===== src/rtl/dbc_pkg.sv =====
package dbc_pkg;

   localparam int Rounds        = 16;
   localparam int HalfKeyBits   = 28;
   localparam int SubkeyBits    = 48;
   localparam int HalfBlockBits = 32;
   localparam int KeyBits       = 64;
   localparam int BlockBits     = 64;
   localparam int CsrAddrBits   = 3;

   localparam logic CMD_ENCRYPT = 1'b0;
   localparam logic CMD_DECRYPT = 1'b1;

   localparam logic [CsrAddrBits-1:0] CSR_CIPHER_KEY = 3'd0;

   typedef logic [HalfKeyBits-1:0] half_key_type;

   // state handed from one round cell to the next
   typedef struct packed {
      logic                       vld;
      logic                       dec;
      logic [HalfBlockBits-1:0]   l;
      logic [HalfBlockBits-1:0]   r;
      half_key_type               c;
      half_key_type               d;
   } cell_type;

   localparam logic [7:0] TAB_IP [64] = '{
      58,50,42,34,26,18,10,2, 60,52,44,36,28,20,12,4,
      62,54,46,38,30,22,14,6, 64,56,48,40,32,24,16,8,
      57,49,41,33,25,17,9,1, 59,51,43,35,27,19,11,3,
      61,53,45,37,29,21,13,5, 63,55,47,39,31,23,15,7};

   localparam logic [7:0] TAB_FP [64] = '{
      40,8,48,16,56,24,64,32, 39,7,47,15,55,23,63,31,
      38,6,46,14,54,22,62,30, 37,5,45,13,53,21,61,29,
      36,4,44,12,52,20,60,28, 35,3,43,11,51,19,59,27,
      34,2,42,10,50,18,58,26, 33,1,41,9,49,17,57,25};

   localparam logic [7:0] TAB_E [48] = '{
      32,1,2,3,4,5, 4,5,6,7,8,9, 8,9,10,11,12,13, 12,13,14,15,16,17,
      16,17,18,19,20,21, 20,21,22,23,24,25, 24,25,26,27,28,29,
      28,29,30,31,32,1};

   localparam logic [7:0] TAB_P [32] = '{
      16,7,20,21,29,12,28,17, 1,15,23,26,5,18,31,10,
      2,8,24,14,32,27,3,9, 19,13,30,6,22,11,4,25};

   localparam logic [7:0] TAB_PC1 [56] = '{
      57,49,41,33,25,17,9, 1,58,50,42,34,26,18,
      10,2,59,51,43,35,27, 19,11,3,60,52,44,36,
      63,55,47,39,31,23,15, 7,62,54,46,38,30,22,
      14,6,61,53,45,37,29, 21,13,5,28,20,12,4};

   localparam logic [7:0] TAB_PC2 [48] = '{
      14,17,11,24,1,5, 3,28,15,6,21,10, 23,19,12,4,26,8,
      16,7,27,20,13,2, 41,52,31,37,47,55, 30,40,51,45,33,48,
      44,49,39,56,34,53, 46,42,50,36,29,32};

   localparam logic [1:0] TAB_ROT [16] = '{1,1,2,2,2,2,2,2,1,2,2,2,2,2,2,1};

   localparam logic [3:0] TAB_S [8][64] = '{
      '{14,4,13,1,2,15,11,8,3,10,6,12,5,9,0,7,
        0,15,7,4,14,2,13,1,10,6,12,11,9,5,3,8,
        4,1,14,8,13,6,2,11,15,12,9,7,3,10,5,0,
        15,12,8,2,4,9,1,7,5,11,3,14,10,0,6,13},
      '{15,1,8,14,6,11,3,4,9,7,2,13,12,0,5,10,
        3,13,4,7,15,2,8,14,12,0,1,10,6,9,11,5,
        0,14,7,11,10,4,13,1,5,8,12,6,9,3,2,15,
        13,8,10,1,3,15,4,2,11,6,7,12,0,5,14,9},
      '{10,0,9,14,6,3,15,5,1,13,12,7,11,4,2,8,
        13,7,0,9,3,4,6,10,2,8,5,14,12,11,15,1,
        13,6,4,9,8,15,3,0,11,1,2,12,5,10,14,7,
        1,10,13,0,6,9,8,7,4,15,14,3,11,5,2,12},
      '{7,13,14,3,0,6,9,10,1,2,8,5,11,12,4,15,
        13,8,11,5,6,15,0,3,4,7,2,12,1,10,14,9,
        10,6,9,0,12,11,7,13,15,1,3,14,5,2,8,4,
        3,15,0,6,10,1,13,8,9,4,5,11,12,7,2,14},
      '{2,12,4,1,7,10,11,6,8,5,3,15,13,0,14,9,
        14,11,2,12,4,7,13,1,5,0,15,10,3,9,8,6,
        4,2,1,11,10,13,7,8,15,9,12,5,6,3,0,14,
        11,8,12,7,1,14,2,13,6,15,0,9,10,4,5,3},
      '{12,1,10,15,9,2,6,8,0,13,3,4,14,7,5,11,
        10,15,4,2,7,12,9,5,6,1,13,14,0,11,3,8,
        9,14,15,5,2,8,12,3,7,0,4,10,1,13,11,6,
        4,3,2,12,9,5,15,10,11,14,1,7,6,0,8,13},
      '{4,11,2,14,15,0,8,13,3,12,9,7,5,10,6,1,
        13,0,11,7,4,9,1,10,14,3,5,12,2,15,8,6,
        1,4,11,13,12,3,7,14,10,15,6,8,0,5,9,2,
        6,11,13,8,1,4,10,7,9,5,0,15,14,2,3,12},
      '{13,2,8,4,6,15,11,1,10,9,3,14,5,0,12,7,
        1,15,13,8,10,3,7,4,12,5,6,11,0,14,9,2,
        7,11,4,1,9,12,14,2,0,6,10,13,15,3,5,8,
        2,1,14,7,4,10,8,13,15,12,9,0,3,5,6,11}};

   function automatic logic [63:0] ip_perm(input logic [63:0] x);
      logic [63:0] y;
      for (int k = 0; k < 64; k++) y[63-k] = x[64 - int'(TAB_IP[k])];
      return y;
   endfunction

   function automatic logic [63:0] fp_perm(input logic [63:0] x);
      logic [63:0] y;
      for (int k = 0; k < 64; k++) y[63-k] = x[64 - int'(TAB_FP[k])];
      return y;
   endfunction

   function automatic logic [55:0] pc1_perm(input logic [63:0] x);
      logic [55:0] y;
      for (int k = 0; k < 56; k++) y[55-k] = x[64 - int'(TAB_PC1[k])];
      return y;
   endfunction

   function automatic logic [47:0] pc2_perm(input logic [55:0] x);
      logic [47:0] y;
      for (int k = 0; k < 48; k++) y[47-k] = x[56 - int'(TAB_PC2[k])];
      return y;
   endfunction

   function automatic half_key_type rotl(input half_key_type x, input logic [1:0] s);
      half_key_type y;
      y = (s == 2'd2) ? {x[25:0], x[27:26]} : {x[26:0], x[27]};
      return y;
   endfunction

   function automatic half_key_type rotr(input half_key_type x, input logic [1:0] s);
      half_key_type y;
      y = (s == 2'd2) ? {x[1:0], x[27:2]} : {x[0], x[27:1]};
      return y;
   endfunction

   function automatic logic [31:0] feistel(input logic [31:0] r, input logic [47:0] k);
      logic [47:0] e;
      logic [31:0] s;
      logic [31:0] p;
      logic [5:0]  six;
      for (int k2 = 0; k2 < 48; k2++) e[47-k2] = r[32 - int'(TAB_E[k2])];
      e = e ^ k;
      for (int i = 0; i < 8; i++) begin
         six = e[47-6*i -: 6];
         s[31-4*i -: 4] = TAB_S[i][{six[5], six[0], six[4:1]}];
      end
      for (int k3 = 0; k3 < 32; k3++) p[31-k3] = s[32 - int'(TAB_P[k3])];
      return p;
   endfunction

endpackage


===== src/rtl/dbc_round_cell.sv =====
module dbc_round_cell #(
   parameter int RoundIdx = 0
) (
   input  logic               clock,
   input  logic               reset,
   input  dbc_pkg::cell_type  cell_in,
   output dbc_pkg::cell_type  cell_out
);

   // encrypt rotates left before the subkey; decrypt uses the key of this
   // round in reverse order, reached by rotating right after the subkey
   localparam logic [1:0] EncRot = dbc_pkg::TAB_ROT[RoundIdx];
   localparam logic [1:0] DecRot = dbc_pkg::TAB_ROT[dbc_pkg::Rounds - 1 - RoundIdx];

   dbc_pkg::cell_type      cell_in_ff;
   dbc_pkg::cell_type      cell_out_in;
   dbc_pkg::half_key_type  enc_c;
   dbc_pkg::half_key_type  enc_d;
   dbc_pkg::half_key_type  key_c;
   dbc_pkg::half_key_type  key_d;
   logic [dbc_pkg::SubkeyBits-1:0] subkey;

   always_comb begin
      enc_c = dbc_pkg::rotl(cell_in.c, EncRot);
      enc_d = dbc_pkg::rotl(cell_in.d, EncRot);
      key_c = cell_in.dec ? cell_in.c : enc_c;
      key_d = cell_in.dec ? cell_in.d : enc_d;
      subkey = dbc_pkg::pc2_perm({key_c, key_d});
      cell_out_in     = cell_in;
      cell_out_in.l   = cell_in.r;
      cell_out_in.r   = cell_in.l ^ dbc_pkg::feistel(cell_in.r, subkey);
      cell_out_in.c   = cell_in.dec ? dbc_pkg::rotr(cell_in.c, DecRot) : enc_c;
      cell_out_in.d   = cell_in.dec ? dbc_pkg::rotr(cell_in.d, DecRot) : enc_d;
   end

   always_ff @(posedge clock) begin
      if (reset) begin
         cell_in_ff <= '0;
      end else begin
         cell_in_ff <= cell_out_in;
      end
   end

   assign cell_out = cell_in_ff;

endmodule


===== config.mk =====
export PLATFORM = sky130hd
export DESIGN_NAME = dbc_round_cell
export DESIGN_NICKNAME = d
export VERILOG_FILES = /design/src/rtl/dbc_pkg.sv /design/src/rtl/dbc_round_cell.sv
export SDC_FILE = /design/constraint.sdc
export NUM_CORES = 1
export LEC_CHECK = 0
export BUFFER_PORTS_ARGS = -buffer_cell sky130_fd_sc_hd__buf_2
export CORE_UTILIZATION = 45
export CTS_CLUSTER_DIAMETER = 80
export DETAILED_ROUTE_END_ITERATION = 8
export PLACE_DENSITY_LB_ADDON = 0.1
export SLEW_MARGIN = 30
export SYNTH_ARGS = -nofsm -noshare
export SYNTH_HDL_FRONTEND = slang
export SYNTH_SLANG_ARGS = --single-unit

===== constraint.sdc =====
create_clock -name clock -period 4.4 [get_ports clock]
set_clock_uncertainty 0.1 [all_clocks]
set_input_delay 0.88 -clock clock [delete_from_list [all_inputs] [get_ports clock]]
set_output_delay 0.88 -clock clock [all_outputs]
set_load 0.005 [all_outputs]

==> flow_summary.toml <==
[yosys]
ys_seq_elements = 122
synth-compound-area-share_pct = 15.6
synthMuxAreaShare_pct = 21.2
yosysSeqAreaShare_pct = 23.8
async_flop_share_pct = 0
synth_fa_ha_area_share_pct = 7.57
avgSynthCellArea_um2 = 8.87
synth_xor_area_share_pct = 10.7
synth_area_um2 = 10200
synth_top_family_by_area = "multiplexers"
syn_inst = 1155
syn_nets = 1341
synthSimpleGateAreaFrac_pct = 15.9
synth_flop_cell = "dfxtp_1"
ys_warn_count = 0
synth_edf_count = 0
ys_types = 71

[clock_network]
cts_max_level = 4
cts_hold_buf = 0
clockBufferDepth = 2
cts_tree = "built"
post-cts-setup-buffers = 0
cts_made_buffers = 17
clkSinkCount = 122
clk_pin_slew_ns = 0.06
cts_resized = 0
root_buffer = "clkbuf_16"

[timing]
relSlewSlack_pct = 37.1
max_freq_mhz = 277
worst_pin_slew_ns = 0.938
setup_violations = 0
finalCritPeriodShare_pct = 81.9
hold_viol_final = 0
period_needed_ns = 3.60
fin_tns_setup_ns = 0
rsz0062_at_grt = "no"
slew_violations = 0

[global_route]
grt_max_degree = 73
grt_pass1_wl_um = 47400
grtUsageTotal_pct = 25.4
grt-ovfl-total = 0
antenna_found_initial = 0
grt_pass1_vias = 8852

[final_layout]
syn2layout_area_growth_pct = 20.6
fin_util_pct = 55.9
nets = 1567
drive_above_1_share_pct = 29.1
largest_register_ffs = 122
diodes = 0

[power_and_ir_drop]
power_density_nw_per_um2 = 368
p_clk_share_pct = 31.7
p_int_w = 0.00291
switching_share_pct = 36.1
comb_power_share_pct = 41.0
ir_worst_vdd_mv = 0.234
power.switching_w = 0.00164
p_leak_nw = 5.72
power_frac_seq_pct = 27.2

[placed_design]
io_buffer_count = 245
dp_hpwl_um = 22800
place.gp.congestion = 0.923

[route]
wirelength_um = 29800
postRouteAntennaNets = 0
vias = 9390
viasPerCell = 5.61
drcViolationCount = 0
first_iter_violations = 665
avgRoutedWirePerCell_um = 17.8
dr.pass1.iters = 5

[critical_path]
worstSetupEndpointType = "flip-flop"
crit_start = "cell_in[120]"
worstSetupPathType = "in -> reg"
cp_max_fo = 28
cp.required_ns = 4.61
startpoint_type = "input pin"
arrival_ns = 3.81

[status]
status = "completed"

[floorplanning]
placement_rows = 54
dieArea_um2 = 23400
io_pins = 246
coreArea_um2 = 22100
die_h_um = 153
initial_core_util_pct = 46.4
dieWidth_um = 153

[hold_path]
whs_path_depth = 2
min_path_type = "in -> reg"
hold_path_end = "cell_out[121]"
hp-start = "cell_in[121]"

[run]
maxCapViolCount = 0
worst max-delay path, cell delays in order:
cell and delay (ns):
buf_6 0.31, mux2i_1 0.26, xor2_1 0.53, inv_1 0.25
ha_1 0.31, or3_1 0.38, a32o_1 0.22, a211oi_1 0.22
a21oi_1 0.08, mux2_1 0.34
power groups by stage:
| stage | combinational (W) | sequential (W) | clock, W |
|---|---|---|---|
| finish | 0.00187 | 0.00124 | 0.00144 |
| global route | 0.00205 | 0.00125 | 0.00152 |
| CTS | 0.00186 | 0.00124 | 0.00147 |
| detailed placement | 0.00185 | 0.00126 | 0 |
| global placement | 0.00184 | 0.00126 | 0 |
| floorplan | 0.00130 | 0.00128 | 0 |
cells by family after synthesis:
| family | Yosys count |
|---|---|
| buffers and inverters | 114 |
| AOI/OAI and AO/OA | 231 |
| muxes | 180 |
| xor gates and xnor gates | 94 |
| and+or+nand+nor | 352 |
| adders and majority gates | 62 |
| DFF | 122 |
cell usage in the layout (no fill, tap or decap), types with 11 or more instances in the layout:
master / n
mux2i_1: 121
clkbuf_16: 17
xor2_2: 11
xnor2_1: 32
buf_4: 36
buf_2: 243
xnor2_2: 30
nand2_1: 73
o211ai_1: 23
xor2_1: 21
ha_1: 62
a31oi_1: 11
inv_2: 14
mux2_1: 21
inv_1: 26
nand3_1: 28
dfxtp_1: 122
a211oi_1: 25
mux4_2: 18
o21ai_0: 24
nor3_1: 30
a21oi_1: 48
nor2b_1: 55
nor2_1: 130
layer usage:
| metal | vias to the layer above | track usage (%) | wire, um |
|---|---|---|---|
| met2 | 300 | 42.1 | 14300 |
| met1 | 4452 | 33.4 | 13400 |
| met4 | 0 | 7.17 | 504 |
| met5 | - | 0 | 0 |
| met3 | 43 | 4.93 | 1690 |
| li1 | 4595 | - | - |
worst max path at each step:
stage	end	slack, ns
after floorplan	cell_out[56]	0.68
after global placement	cell_out[65]	0.46
after detailed placement	cell_out[62]	0.37
after CTS	cell_out[62]	0.81
after global routing	cell_out[62]	0.54
final	cell_out[62]	0.80
through the flow:
| stage | cell area (um^2) | hold WS [ns] | total power, W | std cells | worst slack (ns) |
|---|---|---|---|---|---|
| floorplan | 10200 | 0.908 | 0.00258 | 1155 | 0.684 |
| global placement | 11700 | 0.987 | 0.00310 | 1642 | 0.463 |
| detailed placement | 11800 | 1.00 | 0.00311 | 1642 | 0.370 |
| CTS | 12300 | 0.565 | 0.00456 | 1674 | 0.812 |
| global route | 12400 | 0.581 | 0.00481 | 1674 | 0.545 |
| finish | 12400 | 0.571 | 0.00455 | 1674 | 0.796 |
cell usage after synthesis, types with 9 or more instances:
master / instances / area share [%]
xnor2_1: 36 / 3.1
o21ai_0: 24 / 1.2
nand2_1: 73 / 2.7
xor2_2: 11 / 1.7
a31oi_1: 11 / 0.67
inv_2: 14 / 0.51
xor2_1: 21 / 1.8
o21ai_1: 9 / 0.44
inv_1: 26 / 0.95
mux4_2: 18 / 4.0
nand3_1: 28 / 1.4
a211oi_1: 25 / 1.8
dfxtp_1: 122 / 24
o211ai_1: 23 / 1.7
mux2i_1: 121 / 12
nor2b_1: 55 / 3.4
buf_2: 26 / 1.3
nor2_1: 130 / 4.8
xnor2_2: 26 / 4.1
ha_1: 62 / 7.6
clkbuf_1: 30 / 1.1
o22ai_1: 9 / 0.55
buf_1: 10 / 0.37
nor3_1: 30 / 1.5
a21oi_1: 48 / 2.3
mux2_1: 21 / 2.3
cell type report:
cell class,count,area [um^2]
Clock inverter,12,149
Inverter,40,150
Clock buffer,20,437
Sequential cell,122,2440
Tap cell,280,350
Timing Repair Buffer,281,1520
Multi-Input combinational cell,919,7310
Fill cell,2081,9740
Note: power is estimated with default switching activity, not from simulation.
